File: src/design/dpps_pkg.sv
package dpps_pkg;

  localparam logic ACT_WRITE = 1'b0;
  localparam logic ACT_TICK  = 1'b1;

  localparam logic [4:0] OFF_PCM_CTRL = 5'h10;
  localparam logic [4:0] OFF_PCM_RAW  = 5'h11;
  localparam logic [4:0] OFF_ENABLE   = 5'h15;

  localparam logic [1:0] SUB_VOL_DUTY = 2'd0;
  localparam logic [1:0] SUB_PER_LO   = 2'd2;
  localparam logic [1:0] SUB_PER_HI   = 2'd3;

  localparam logic [10:0] MIN_PERIOD   = 11'd7;
  localparam int unsigned PCM_MUTE_BIT = 6;

  typedef struct packed {
    logic       tick;
    logic       wr;
    logic [1:0] sub;
    logic       en_wr;
    logic       en_bit;
    logic [7:0] data;
  } chan_ctl_t;

  function automatic logic [2:0] duty_width(input logic [1:0] sel);
    logic [2:0] w;
    case (sel)
      2'd0:    w = 3'd1;
      2'd1:    w = 3'd2;
      2'd2:    w = 3'd4;
      default: w = 3'd6;
    endcase
    return w;
  endfunction

endpackage

File: src/design/dpps_pulse.sv
module dpps_pulse (
  input  logic                clk,
  input  logic                rst_n,
  input  dpps_pkg::chan_ctl_t ctl,
  output logic [3:0]          level
);

  logic [3:0]  vol_r, vol_nxt;
  logic [1:0]  duty_r, duty_nxt;
  logic [10:0] period_r, period_nxt;
  logic        en_r, en_nxt;
  logic [2:0]  step_r, step_nxt;
  logic [12:0] timer_r, timer_nxt;
  logic        active;
  logic [11:0] per_inc;

  always_comb begin
    vol_nxt    = vol_r;
    duty_nxt   = duty_r;
    period_nxt = period_r;
    en_nxt     = en_r;
    if (ctl.wr) begin
      case (ctl.sub)
        dpps_pkg::SUB_VOL_DUTY: begin
          vol_nxt  = ctl.data[3:0];
          duty_nxt = ctl.data[7:6];
        end
        dpps_pkg::SUB_PER_LO: period_nxt[7:0]  = ctl.data;
        dpps_pkg::SUB_PER_HI: period_nxt[10:8] = ctl.data[2:0];
        default: ;
      endcase
    end
    if (ctl.en_wr) begin
      en_nxt = ctl.en_bit;
    end
  end

  assign active  = en_nxt && (period_nxt >= dpps_pkg::MIN_PERIOD);
  assign per_inc = {1'b0, period_nxt} + 12'd1;
  assign level   = (active && (step_r < dpps_pkg::duty_width(duty_nxt))) ? vol_nxt : 4'd0;

  always_comb begin
    step_nxt  = step_r;
    timer_nxt = timer_r;
    if (ctl.tick && active) begin
      if (timer_r <= 13'd1) begin
        timer_nxt = {per_inc, 1'b0};
        step_nxt  = step_r + 3'd1;
      end else begin
        timer_nxt = timer_r - 13'd1;
      end
    end
  end

  always_ff @(posedge clk) begin
    if (!rst_n) begin
      vol_r    <= '0;
      duty_r   <= '0;
      period_r <= '0;
      en_r     <= 1'b0;
      step_r   <= '0;
      timer_r  <= '0;
    end else begin
      vol_r    <= vol_nxt;
      duty_r   <= duty_nxt;
      period_r <= period_nxt;
      en_r     <= en_nxt;
      step_r   <= step_nxt;
      timer_r  <= timer_nxt;
    end
  end

endmodule

File: src/design/dual_pulse_pcm_sound_unit_top.sv
// Channel | Ports                                            | Handshake
// in      | in_action, in_reg_offset, in_write_data          | in_valid / in_stall
// out     | out_pulse_a_level, out_pulse_b_level, out_pcm_level | out_valid / out_stall
//
// One transaction per cycle sustained unless out_stall holds the result register.
// Stage 1 registers the transaction, stage 2 updates channel state and the result register.
// Synchronous active-low reset clears all channel state and both valid flags.
// in_stall rises only when stage 1 is full and the result register is held by out_stall.
module dual_pulse_pcm_sound_unit_top (
  input  logic       clk,
  input  logic       rst_n,
  input  logic       in_valid,
  output logic       in_stall,
  input  logic       in_action,
  input  logic [4:0] in_reg_offset,
  input  logic [7:0] in_write_data,
  output logic       out_valid,
  input  logic       out_stall,
  output logic [3:0] out_pulse_a_level,
  output logic [3:0] out_pulse_b_level,
  output logic [7:0] out_pcm_level
);

  logic       stage_vld_r;
  logic       act_r;
  logic [4:0] off_r;
  logic [7:0] data_r;

  logic       out_valid_r;
  logic [3:0] pa_r, pb_r;
  logic [7:0] pcm_r;

  logic [7:0] pcm_ctrl_r, pcm_ctrl_nxt;
  logic [7:0] pcm_raw_r, pcm_raw_nxt;

  logic       advance, fire, is_wr, pulse_wr;
  logic [3:0] lvl_a, lvl_b;
  logic [7:0] pcm_lvl;

  dpps_pkg::chan_ctl_t ctl_a, ctl_b;

  assign advance  = !out_valid_r || !out_stall;
  assign fire     = stage_vld_r && advance;
  assign in_stall = stage_vld_r && !advance;
  assign is_wr    = fire && (act_r == dpps_pkg::ACT_WRITE);
  assign pulse_wr = is_wr && (off_r[4:3] == 2'b00);

  always_comb begin
    ctl_a.tick   = fire && (act_r == dpps_pkg::ACT_TICK);
    ctl_a.wr     = pulse_wr && !off_r[2];
    ctl_a.sub    = off_r[1:0];
    ctl_a.en_wr  = is_wr && (off_r == dpps_pkg::OFF_ENABLE);
    ctl_a.en_bit = data_r[0];
    ctl_a.data   = data_r;
    ctl_b        = ctl_a;
    ctl_b.wr     = pulse_wr && off_r[2];
    ctl_b.en_bit = data_r[1];
  end

  dpps_pulse u_pulse_a (
    .clk   (clk),
    .rst_n (rst_n),
    .ctl   (ctl_a),
    .level (lvl_a)
  );

  dpps_pulse u_pulse_b (
    .clk   (clk),
    .rst_n (rst_n),
    .ctl   (ctl_b),
    .level (lvl_b)
  );

  always_comb begin
    pcm_ctrl_nxt = pcm_ctrl_r;
    pcm_raw_nxt  = pcm_raw_r;
    if (is_wr && (off_r == dpps_pkg::OFF_PCM_CTRL)) begin
      pcm_ctrl_nxt = data_r;
    end
    if (is_wr && (off_r == dpps_pkg::OFF_PCM_RAW)) begin
      pcm_raw_nxt = data_r;
    end
  end

  assign pcm_lvl = pcm_ctrl_nxt[dpps_pkg::PCM_MUTE_BIT] ? 8'd0 : pcm_raw_nxt;

  always_ff @(posedge clk) begin
    if (!rst_n) begin
      stage_vld_r <= 1'b0;
      out_valid_r <= 1'b0;
      pcm_ctrl_r  <= '0;
      pcm_raw_r   <= '0;
    end else begin
      if (!stage_vld_r || advance) begin
        stage_vld_r <= in_valid;
      end
      if (advance) begin
        out_valid_r <= stage_vld_r;
      end
      pcm_ctrl_r <= pcm_ctrl_nxt;
      pcm_raw_r  <= pcm_raw_nxt;
    end
  end

  always_ff @(posedge clk) begin
    if (in_valid && !in_stall) begin
      act_r  <= in_action;
      off_r  <= in_reg_offset;
      data_r <= in_write_data;
    end
    if (fire) begin
      pa_r  <= lvl_a;
      pb_r  <= lvl_b;
      pcm_r <= pcm_lvl;
    end
  end

  assign out_valid         = out_valid_r;
  assign out_pulse_a_level = pa_r;
  assign out_pulse_b_level = pb_r;
  assign out_pcm_level     = pcm_r;

  a_fire_fills_out: assert property (@(posedge clk) disable iff (!rst_n)
    fire |=> out_valid_r)
    else $error("stage 1 transaction did not reach the result register");

  a_stall_only_when_full: assert property (@(posedge clk) disable iff (!rst_n)
    in_stall |-> (stage_vld_r && out_valid_r))
    else $error("input stalled with room in the pipeline");

  a_drain_empties_out: assert property (@(posedge clk) disable iff (!rst_n)
    (out_valid_r && !out_stall && !stage_vld_r) |=> !out_valid_r)
    else $error("result repeated after it was taken");

endmodule
File: config.mk
export PLATFORM = sky130hd
export DESIGN_NAME = dual_pulse_pcm_sound_unit_top
export DESIGN_NICKNAME = d
export VERILOG_FILES = /design/src/design/dpps_pkg.sv /design/src/design/dpps_pulse.sv /design/src/design/dual_pulse_pcm_sound_unit_top.sv
export SDC_FILE = /design/constraint.sdc
export NUM_CORES = 1
export LEC_CHECK = 0
export ABC_AREA = 1
export BUFFER_PORTS_ARGS = -buffer_cell sky130_fd_sc_hd__buf_2
export CAP_MARGIN = 30
export CORE_AREA = 2 2 99 101
export CTS_BUF_LIST = sky130_fd_sc_hd__clkbuf_4 sky130_fd_sc_hd__clkbuf_8
export CTS_CLUSTER_DIAMETER = 120
export DETAILED_ROUTE_END_ITERATION = 8
export DIE_AREA = 0 0 101 103
export HOLD_SLACK_MARGIN = 0.02
export PLACE_DENSITY = 0.91
export SLEW_MARGIN = 20
export SYNTH_ARGS = -nofsm -noshare
export SYNTH_HDL_FRONTEND = slang
export SYNTH_HIERARCHICAL = 1
export SYNTH_SLANG_ARGS = --single-unit
export TNS_END_PERCENT = 100
File: constraint.sdc
create_clock -name clk -period 6.6 [get_ports clk]
set_clock_uncertainty 0.05 [all_clocks]
set_input_delay 0.99 -clock clk [delete_from_list [all_inputs] [get_ports clk]]
set_output_delay 0.99 -clock clk [all_outputs]
set_load 0.005 [all_outputs]
==> impl_metrics.csv, run 1 <==
group,metric,value,unit
timing,max_slew_margin,42.0,%
layout,drive_gt1_share,16.1,%
floorplanning,row_count,36,
logic_synthesis,yosys.area_share.simple,36.4,%
run,drv_cap,0,
clock_tree,post_cts_buffers,0,
clock_tree,cts_buffer_depth,2,
logic_synthesis,synth-xor-area-share,2.37,%
logic_synthesis,synth.top_cell.area_share,26.7,%
global_route,grt_usage,25.8,%
power,p_int,0.897,mW
timing,hold-worst-slack,0.439,ns
timing,post-route-period-util,53.2,%
clock_tree,cts_root_buffer,"clkbuf_8",
logic_synthesis,muxShareOfSynthArea,2.03,%
timing,timing.fmax,0.285,GHz
setup_path,crit_required,6.83,ns
logic_synthesis,synthAdderAreaFrac,2.54,%
route,wl,12600,um
placement,gp_congestion,0.899,
layout,n_fill_cell,760,
logic_synthesis,yosys-top-cells-count,"nand2_1, nor2_1, inv_1",
logic_synthesis,synth.most_common_cell,"nand2_1",
power,p_sw,0.294,mW
logic_synthesis,synth_top_family_by_area,"simple AND/OR/NAND/NOR gates",
setup_path,worstPathMaxFanout,16,
layout,final_core_util,67.4,%
route,routed-via-count,5188,
floorplanning,coreArea,0.00946,mm^2
route,dr.first_iter.drc_count,420,
timing,finalSetupViolCount,0,
route,antenna_left,0,
logic_synthesis,postSynthAreaPerCell,7.43,um^2
logic_synthesis,yosysWarnings,6,
timing,worst_pin_slew,0.871,ns
setup_path,crit_chain,"buf_2 > nand2_2 > nand2_2 > nor2_4 > inv_2 > nor3_1 > buf_4 > nand2_1 > nor2_1 > nand2_1 > nand2_2 > ha_1 > nand2_2 > inv_1 > nor2_2 > nand2_2 > nand3_4 > inv_2 > nand2_1 > nor2_1 > nor2_1",
global_route,grt_antenna_before_repair,0,
timing,finalSetupTns,0,ns
floorplanning,die_x,101,um
run_status,status,"completed",
setup_path,cp.buffers_inverters,5,
setup_path,critical_path_class,"in2reg",
min_path,hold_class,"reg2reg",
logic_synthesis,synth_compound_area_share,6.64,%
setup_path,arrival,3.74,ns
placement,detailed_place_hpwl,8890,um
clock_tree,hold_buffers,0,
power,fin_total_pwr,1.19,mW
global_route,grt.overflow.total,0,
global_route,grt_pass1_vias,4800,
route,drt_first_pass_iters,6,
clock_tree,cts.sinks,109,
setup_path,cp_slowest_cell,"nor2_4",
placement,io_buffer_count,35,
clock_tree,clk-insertion-delay-late,0.39,ns
power,pwr_density_cell,187,mW/mm^2
logic_synthesis,syn_nets,826,
layout,fin_area,0.00637,mm^2
timing,rsz0062_at_grt,"no",
logic_synthesis,syn_area,0.00592,mm^2
global_route,grt_max_degree,30,
power,p_seq_share,59.6,%
clock_tree,cts-buffers-inserted,9,
power,irDropWorstVdd,0.000145,V
floorplanning,start_util,62.6,%
floorplanning,dieArea,0.0104,mm^2
clock_tree,ctsResizeCount,0,
route,drc_errors,0,
placement,dpl-instance-area,0.00614,mm^2
route,viasPerCell,5.49,
setup_path,cp-end-kind,"flop",
logic_synthesis,synth-seq-cells,109,
logic_synthesis,yosys-top-cells-area,"dfxtp_1, edfxtp_1, nand2_1, nor2_1, inv_1",
power,leakagePower,3.02,nW
route,wl_per_cell,13.4,um
layout,antenna_cells,0,
layout,layout.nets,856,
timing,min_period,3.51,ns
setup_path,crit_family,"simple AND/OR/NAND/NOR gates",
timing,hold_viol,0,
setup_path,slowest_delay,0.27,ns
power,power_frac_comb,3.6,%
logic_synthesis,synth_cell_types,33,
logic_synthesis,synth_edf_count,30,
floorplanning,die_y,103,um
floorplanning,pin_count,36,
clock_tree,cts.clk_slew.worst_paths,0.10,ns
logic_synthesis,synthArstFlopShare,0,%
logic_synthesis,seq_area_frac_synth,42.0,%
power,power_switching_share,24.7,%
clock_tree,cts-htree-levels,3,
logic_synthesis,syn_inst,796,
timing,drv_slew,0,
power,clkPwrFrac,36.8,%
logic_synthesis,yosysTopAreaCell,"dfxtp_1",
setup_path,cp_common_cell,"nand2_2",
setup_path,start_kind,"input port",
clock_tree,cts_tree,"yes",
global_route,grt_pass1_wl,21400,um
logic_synthesis,synth_ff_type,"dfxtp_1",
layout,area_growth,7.68,%
==> cell type report <==
type                       instances  area, um^2  share of cell area, %
inverter                          96         360                   5.66
clock buffer                       9         124                   1.94
multi-input combinational        573        2970                   46.5
clock inverter                     7         106                   1.67
timing repair buffer              37         190                   2.99
sequential                       109        2480                   39.0
tap                              114         143                   2.24
==> worst register-to-register path, delay by kind of cell (launching register included) <==
family                     cells  cell delay [ns]
buffers and inverters          4             0.70
DFF                            1             0.34
adders and majority gates      1             0.25
and+or+nand+nor               15             1.71
==> per-layer routing <==
metal	wire length (um)	vias to the layer above	GRT usage [%]	part of all wire, %
met5	0	-	0	0
met4	354	0	12.1	2.8
met3	637	42	5.36	5.0
met2	6170	174	43.3	49
met1	5450	2356	32.2	43
li1	-	2616	-	-
==> cells by family after synthesis <==
kind of cell | Yosys count
xor gates and xnor gates | 16
adders and majority gates | 12
DFF | 109
AOI/OAI and AO/OA | 74
muxes | 12
and+or+nand+nor | 459
buffers and inverters | 114
==> layout by cell type, fill, tap and decap left out, drive strengths merged, types with 4 or more instances in the layout <==
master / n
nor3: 9
ha: 12
mux2i: 12
clkbuf: 9
buf: 37
o21ai: 44
inv: 97
edfxtp: 30
a21oi: 26
clkinv: 4
nand4: 26
xnor2: 6
dfxtp: 79
nor2: 165
nand3: 63
xor2: 10
nand2: 192
==> state kept, by name (all words and copies together) (netlist names) <==
register	cells
u_pulse_a/timer_r	13
u_pulse_b/timer_r	13
u_pulse_a/period_r	11
u_pulse_b/period_r	11
data_r	8
out_pcm_level	8
pcm_raw_r	8
off_r	5
out_pulse_a_level	4
out_pulse_b_level	4
u_pulse_a/vol_r	4
u_pulse_b/vol_r	4
u_pulse_a/step_r	3
u_pulse_b/step_r	3
u_pulse_a/duty_r	2
u_pulse_b/duty_r	2
act_r	1
out_valid	1
pcm_ctrl_r	1
stage_vld_r	1
u_pulse_a/en_r	1
u_pulse_b/en_r	1
==> power by group through the flow <==
| stage | Clock (mW) | Sequential (mW) | Combinational, mW |
|---|---|---|---|
| detailed placement | 0 | 0.725 | 0.0420 |
| global placement | 0 | 0.725 | 0.0410 |
| CTS | 0.446 | 0.710 | 0.0426 |
| finish | 0.438 | 0.710 | 0.0427 |
| floorplan | 0 | 0.720 | 0.0285 |
| global route | 0.473 | 0.712 | 0.0473 |
==> through the flow <==
stage          worst slack [ns]  cells
4_1_cts                    3.16    945
3_5_place_dp               2.78    929
5_1_grt                    2.80    945
2_1_floorplan              3.09    796
3_3_place_gp               2.86    929
6_report                   3.09    945
==> final timing paths <==
kind	from	to	slack, ns	depth (start not counted)
worst max-delay path	out_stall	u_pulse_a/timer_r[10]	3.09	21
worst min-delay path	u_pulse_a/period_r[1]	u_pulse_a/period_r[1]	0.44	2
worst max register to register	out_valid	u_pulse_a/timer_r[10]	3.45	20
worst min register to register	u_pulse_a/period_r[1]	u_pulse_a/period_r[1]	0.44	2
No activity file was read; power rests on OpenSTA's default activity.
==> run 2: changes to the inputs <==
--- a/config.mk
+++ b/config.mk
@@ -5,16 +5,16 @@
 export SDC_FILE = /design/constraint.sdc
 export NUM_CORES = 1
 export LEC_CHECK = 0
-export ABC_AREA = 1
+export ABC_AREA = 0
 export BUFFER_PORTS_ARGS = -buffer_cell sky130_fd_sc_hd__buf_2
 export CAP_MARGIN = 30
-export CORE_AREA = 2 2 99 101
+export CORE_AREA = 2 2 101 103
 export CTS_BUF_LIST = sky130_fd_sc_hd__clkbuf_4 sky130_fd_sc_hd__clkbuf_8
 export CTS_CLUSTER_DIAMETER = 120
 export DETAILED_ROUTE_END_ITERATION = 8
-export DIE_AREA = 0 0 101 103
+export DIE_AREA = 0 0 103 105
 export HOLD_SLACK_MARGIN = 0.02
-export PLACE_DENSITY = 0.91
+export PLACE_DENSITY = 0.89
 export SLEW_MARGIN = 20
 export SYNTH_ARGS = -nofsm -noshare
 export SYNTH_HDL_FRONTEND = slang
==> constraint.sdc (replaced) <==
create_clock -name clk -period 3.5 [get_ports clk]
set_clock_uncertainty 0.05 [all_clocks]
set_input_delay 0.525 -clock clk [delete_from_list [all_inputs] [get_ports clk]]
set_output_delay 0.525 -clock clk [all_outputs]
set_load 0.005 [all_outputs]
==> run 2 against run 1 <==
Die area is 4.0% higher. Cell area is 2.5% higher. Clock power is 71% higher. Utilization is 0.36 points higher. Flip-flop and latch count stayed put. Critical path type is now reg2reg.
==> impl_metrics.csv, run 2 <==
group,metric,value,unit
layout,area_growth,9.26,%
setup_path,reg2regPathDepth,11,
setup_path,r2r_slack,0.21,ns
route,routed-via-count,5136,
floorplanning,die_x,103,um
layout,reg_top3,"u_pulse_a/timer_r (13), u_pulse_b/timer_r (13)",
layout,antenna_cells,0,
setup_path,r2r-end,"u_pulse_a/timer_r[9]",
global_route,busiest_layer,"met2",
logic_synthesis,synth.top_cell.area_share,26.5,%
global_route,grt_util_met2,45.7,%
clock_tree,cts-buffers-inserted,9,
power,irDropWorstVdd,0.000392,V
clock_tree,ctsResizeCount,0,
setup_path,worstPathMaxFanout,18,
setup_path,arrival,3.52,ns
layout,n_fill_cell,764,
route,viasPerCell,6.36,
placement,detailed_place_hpwl,10400,um
clock_tree,hold_buffers,0,
timing,hold_viol,0,
setup_path,critical_path_class,"reg2reg",
logic_synthesis,synth_edf_count,30,
clock_tree,cts.clk_slew.worst_paths,0.11,ns
timing,max_slew_margin,42.4,%
clock_tree,cts-htree-levels,3,
route,drt_first_pass_iters,6,
timing,hold-worst-slack,0.256,ns
power,fin_total_pwr,2.20,mW
logic_synthesis,synth-seq-cells,109,
logic_synthesis,yosys-top-cells-count,"dfxtp_1, nand2_1, nor2_1",
floorplanning,pin_count,36,
global_route,grt_pass1_vias,4964,
clock_tree,cts_tree,"yes",
layout,drive_gt1_share,17.8,%
min_path,hold_class,"in2reg",
setup_path,crit_required,3.73,ns
clock_tree,cts.sinks,109,
floorplanning,row_count,36,
timing,drv_slew,0,
layout,instances_no_fill,808,
setup_path,cp-end-kind,"flop",
clock_tree,cts_buffer_depth,2,
floorplanning,die_y,105,um
run_status,status,"completed",
logic_synthesis,synthArstFlopShare,0,%
setup_path,r2r_start,"off_r[2]",
min_path,min_to,"data_r[1]",
route,drc_errors,0,
logic_synthesis,syn_nets,659,
logic_synthesis,postSynthAreaPerCell,9.50,um^2
timing,rsz0062_at_grt,"no",
setup_path,slowest_delay,0.58,ns
logic_synthesis,yosys-top-cells-area,"dfxtp_1, edfxtp_1, mux2i_1, nand2_1, nor2_1",
floorplanning,dieArea,0.0108,mm^2
global_route,grt_usage,28.0,%
timing,min_period,3.29,ns
global_route,grt.overflow.total,0,
global_route,use_met1,35.6,%
global_route,gr-usage-met3,6.96,%
setup_path,cp_slowest_cell,"a21oi_2",
global_route,grt_antenna_before_repair,0,
setup_path,crit_chain,"or3_1 > nor3_1 > nand3b_1 > mux2i_1 > inv_1 > ha_1 > a221oi_4 > a21oi_2 > buf_4 > a21boi_0 > o22ai_1",
floorplanning,start_util,62.0,%
layout,mostFrequentLayoutCells,"dfxtp_1, nand2_1, nor2_1, buf_2, edfxtp_1",
timing,worst_pin_slew,0.863,ns
clock_tree,cts_root_buffer,"clkbuf_8",
timing,timing.fmax,0.304,GHz
min_path,worstHoldStart,"in_write_data[1]",
setup_path,crit_family,"compound AO/OA/AOI/OAI gates",
logic_synthesis,yosysWarnings,6,
setup_path,cp.buffers_inverters,2,
logic_synthesis,seq_area_frac_synth,41.5,%
logic_synthesis,synth_ff_type,"dfxtp_1",
timing,post-route-period-util,93.9,%
logic_synthesis,syn_inst,629,
global_route,grt_max_degree,36,
min_path,min_path_cells,1,
timing,finalSetupTns,0,ns
setup_path,start_kind,"flop",
power,leakagePower,2.47,nW
floorplanning,coreArea,0.00964,mm^2
placement,place_inst,792,
logic_synthesis,yosysTopAreaCell,"dfxtp_1",
route,antenna_left,0,
logic_synthesis,synth.most_common_cell,"dfxtp_1",
layout,final_core_util,67.7,%
logic_synthesis,syn_area,0.00597,mm^2
route,wl_per_cell,18.4,um
placement,gp_congestion,0.973,
logic_synthesis,synth_cell_types,66,
layout,layout_commonest_cell,"dfxtp_1",
power,pwr_density_cell,336,mW/mm^2
placement,io_buffer_count,35,
clock_tree,post_cts_buffers,0,
global_route,grt_pass1_wl,23900,um
route,wl,14900,um
route,dr.first_iter.drc_count,370,
clock_tree,clk-insertion-delay-late,0.40,ns
layout,layout.nets,700,
timing,finalSetupViolCount,0,
run,drv_cap,0,
run 2: area by class of cell:
| class | count | area [um^2] | area share [%] |
|---|---|---|---|
| Timing Repair Buffer | 64 | 393 | 6.02 |
| Tap cell | 133 | 166 | 2.55 |
| Clock inverter | 7 | 68.8 | 1.05 |
| Sequential cell | 109 | 2480 | 38.0 |
| Multi-Input combinational cell | 472 | 3230 | 49.5 |
| Clock buffer | 9 | 124 | 1.90 |
| Inverter | 14 | 60.1 | 0.920 |
run 2: where the power goes:
group	internal, mW	switching, mW	total [mW]
clock network	0.276	0.471	0.747
registers	1.31	0.0314	1.34
logic	0.0373	0.0669	0.104
run 2: per-stage QoR:
stage | cell area, um^2 | worst slack (ns)
2_1_floorplan | 5980 | 0.00402
3_3_place_gp | 6330 | 0.314
3_5_place_dp | 6330 | 0.140
4_1_cts | 6530 | 0.263
5_1_grt | 6530 | 0.0612
6_report | 6530 | 0.212
run 2: per-layer routing:
layer | wire (um) | part of all wire, % | vias to the layer above
li1 | - | - | 2420
met1 | 6070 | 41 | 2457
met2 | 7450 | 50 | 228
met3 | 1090 | 7.3 | 31
met4 | 286 | 1.9 | 0
met5 | 0 | 0 | -
run 2: cell families after synthesis:
| group | Yosys count | share of synthesized area (%) |
|---|---|---|
| AO/OA/AOI/OAI | 149 | 18.7 |
| XOR/XNOR | 28 | 4.10 |
| adder cells (fa/ha/maj) | 12 | 2.51 |
| buffers and inverters | 48 | 4.38 |
| flip-flops | 109 | 41.5 |
| multiplexers | 32 | 5.57 |
| AND/OR/NAND/NOR | 251 | 23.2 |
run 2: how the worst max path moves through the flow:
stage                     cells past startpoint  startpoint                     to  slack (ns)
after floorplan                              14    off_r[2]   u_pulse_a/timer_r[3]       0.004
after global placement                       13   out_stall  u_pulse_a/timer_r[11]        0.31
after detailed placement                     13   out_stall  u_pulse_b/timer_r[11]        0.14
after CTS                                    11    off_r[2]   u_pulse_a/timer_r[9]        0.26
after global routing                         11    off_r[2]   u_pulse_a/timer_r[9]        0.06
final                                        11    off_r[2]   u_pulse_a/timer_r[9]        0.21
==> run 3: changes to the inputs <==
--- a/config.mk
+++ b/config.mk
@@ -8,13 +8,12 @@
 export ABC_AREA = 0
 export BUFFER_PORTS_ARGS = -buffer_cell sky130_fd_sc_hd__buf_2
 export CAP_MARGIN = 30
-export CORE_AREA = 2 2 101 103
-export CTS_BUF_LIST = sky130_fd_sc_hd__clkbuf_4 sky130_fd_sc_hd__clkbuf_8
+export CORE_AREA = 2 2 102 104
 export CTS_CLUSTER_DIAMETER = 120
 export DETAILED_ROUTE_END_ITERATION = 8
-export DIE_AREA = 0 0 103 105
+export DIE_AREA = 0 0 104 106
 export HOLD_SLACK_MARGIN = 0.02
-export PLACE_DENSITY = 0.89
+export PLACE_DENSITY = 0.87
 export SLEW_MARGIN = 20
 export SYNTH_ARGS = -nofsm -noshare
 export SYNTH_HDL_FRONTEND = slang
==> run 3 against run 2 <==
Critical path depth grew 1. Count of clock-buffer cells in the layout grew 1. Critical path type unchanged. Flip-flop and latch count is the same. Cell area shrank 0.19%. Register-to-register slack gained 0.11 ns.
==> impl_metrics.csv, run 3 (synthesis gave the netlist of run 2 again) <==
group,metric,value,unit
timing,drv_slew,0,
setup_path,crit_required,3.72,ns
floorplanning,die_x,104,um
timing,max_slew_margin,44.7,%
global_route,grt_antenna_before_repair,0,
route,drc_errors,0,
setup_path,cp-end-kind,"flop",
timing,worst_pin_slew,0.830,ns
min_path,worstHoldStart,"in_write_data[7]",
timing,setup_slack,0.322,ns
clock_tree,clk-insertion-delay-late,0.38,ns
global_route,grt.overflow.total,0,
route,viasPerCell,6.44,
power,leakagePower,2.45,nW
setup_path,r2r_start,"off_r[2]",
layout,area_growth,9.05,%
placement,gp_congestion,0.919,
route,routed-via-count,5207,
floorplanning,pin_count,36,
layout,layout_commonest_cell,"dfxtp_1",
setup_path,crit_chain,"or3_1 > nor3_2 > and3b_1 > nand2_1 > nand2_1 > ha_1 > buf_4 > nand4_1 > a221oi_1 > xnor2_1 > o21ai_0 > a32o_1",
clock_tree,cts_tree,"yes",
timing,finalSetupTns,0,ns
placement,dp_slack,0.119,ns
run_status,status,"completed",
route,antenna_left,0,
floorplanning,start_util,59.7,%
floorplanning,row_count,37,
setup_path,slowest_delay,0.46,ns
setup_path,cp_common_cell,"nand2_1",
clock_tree,cts-htree-levels,3,
floorplanning,die_y,106,um
route,dr_wl_met3,1030,um
route,wl_met1,6030,um
min_path,hold_class,"in2reg",
timing,finalSetupViolCount,0,
layout,drive_gt1_share,17.4,%
layout,n_fill_cell,794,
setup_path,start_kind,"flop",
floorplanning,dieArea,0.0110,mm^2
power,fin_total_pwr,2.18,mW
timing,min_period,3.18,ns
global_route,grt_pass1_wl,24400,um
placement,detailed_place_hpwl,10400,um
clock_tree,post_cts_buffers,0,
global_route,grt_pass1_vias,5105,
setup_path,critical_path_class,"reg2reg",
setup_path,crit_start,"off_r[2]",
route,drt_first_pass_iters,7,
setup_path,cp_slowest_cell,"edfxtp_1",
layout,reg_top3,"u_pulse_a/timer_r (13), u_pulse_b/timer_r (13)",
clock_tree,ctsResizeCount,0,
placement,io_buffer_count,35,
power,irDropWorstVdd,0.000231,V
layout,mostFrequentLayoutCells,"dfxtp_1, nand2_1, nor2_1, buf_2, edfxtp_1",
layout,antenna_cells,0,
clock_tree,cts_root_buffer,"clkbuf_8",
route,wl_per_cell,18.4,um
clock_tree,cts.sinks,109,
timing,timing.fmax,0.315,GHz
run,drv_cap,0,
route,dr_wl_met2,7440,um
clock_tree,cts-buffers-inserted,9,
setup_path,arrival,3.40,ns
timing,rsz0062_at_grt,"no",
route,wl,14900,um
clock_tree,cts.clk_slew.worst_paths,0.12,ns
clock_tree,cts_buffer_depth,2,
floorplanning,coreArea,0.0100,mm^2
layout,layout.nets,697,
route,dr.first_iter.drc_count,371,
route,top_layer,"met4",
global_route,grt_usage,27.1,%
clock_tree,hold_buffers,0,
timing,post-route-period-util,90.8,%
global_route,grt_max_degree,30,
setup_path,worstPathMaxFanout,7,
timing,hold_viol,0,
power,pwr_density_cell,334,mW/mm^2
==> run 3: routing by layer <==
metal,GRT usage (%),up-vias
met5,0,-
met4,11.9,0
met3,4.48,43
met2,47.7,260
met1,32.8,2493
li1,-,2411
==> run 3: through the flow <==
| stage | instance area (um^2) | cells | hold slack, ns | utilization, % |
|---|---|---|---|---|
| global placement | 6320 | 792 | 0.404 | 63.2 |
| floorplan | 5980 | 629 | 0.393 | - |
| CTS | 6500 | 808 | 0.253 | 65.0 |
| detailed placement | 6320 | 792 | 0.414 | 63.2 |
| global route | 6520 | 808 | 0.243 | 65.2 |
| finish | 6520 | 808 | 0.262 | 65.2 |
==> run 3: final cells by class <==
type                            count  area, um^2  area share (%)
Multi-Input combinational cell    472        3250            49.8
Sequential cell                   109        2480            38.1
Timing Repair Buffer               61         370            5.68
Tap cell                          136         170            2.61
Clock buffer                       10         128            1.96
Inverter                           14        60.1           0.922
Clock inverter                      6        58.8           0.903
==> run 3: worst paths after layout <==
| kind | slack [ns] | cells past startpoint | endpoint |
|---|---|---|---|
| max | 0.32 | 12 | u_pulse_a/timer_r[11] |
| min | 0.26 | 1 | data_r[7] |
| max reg2reg | 0.32 | 12 | u_pulse_a/timer_r[11] |
| min reg2reg | 0.43 | 2 | u_pulse_a/timer_r[6] |
==> run 3: critical path, delay by kind of cell (launching register included) <==
family	cells	cell delay (ns)
XOR/XNOR	1	0.16
flip-flops	1	0.46
buffers and inverters	1	0.18
AO/OA/AOI/OAI	3	0.69
AND/OR/NAND/NOR	6	1.30
adder cells (fa/ha/maj)	1	0.22
==> run 3: power by group <==
part           switching [mW]  internal [mW]
sequential             0.0343           1.31
clock                   0.458          0.272
combinational          0.0644         0.0362
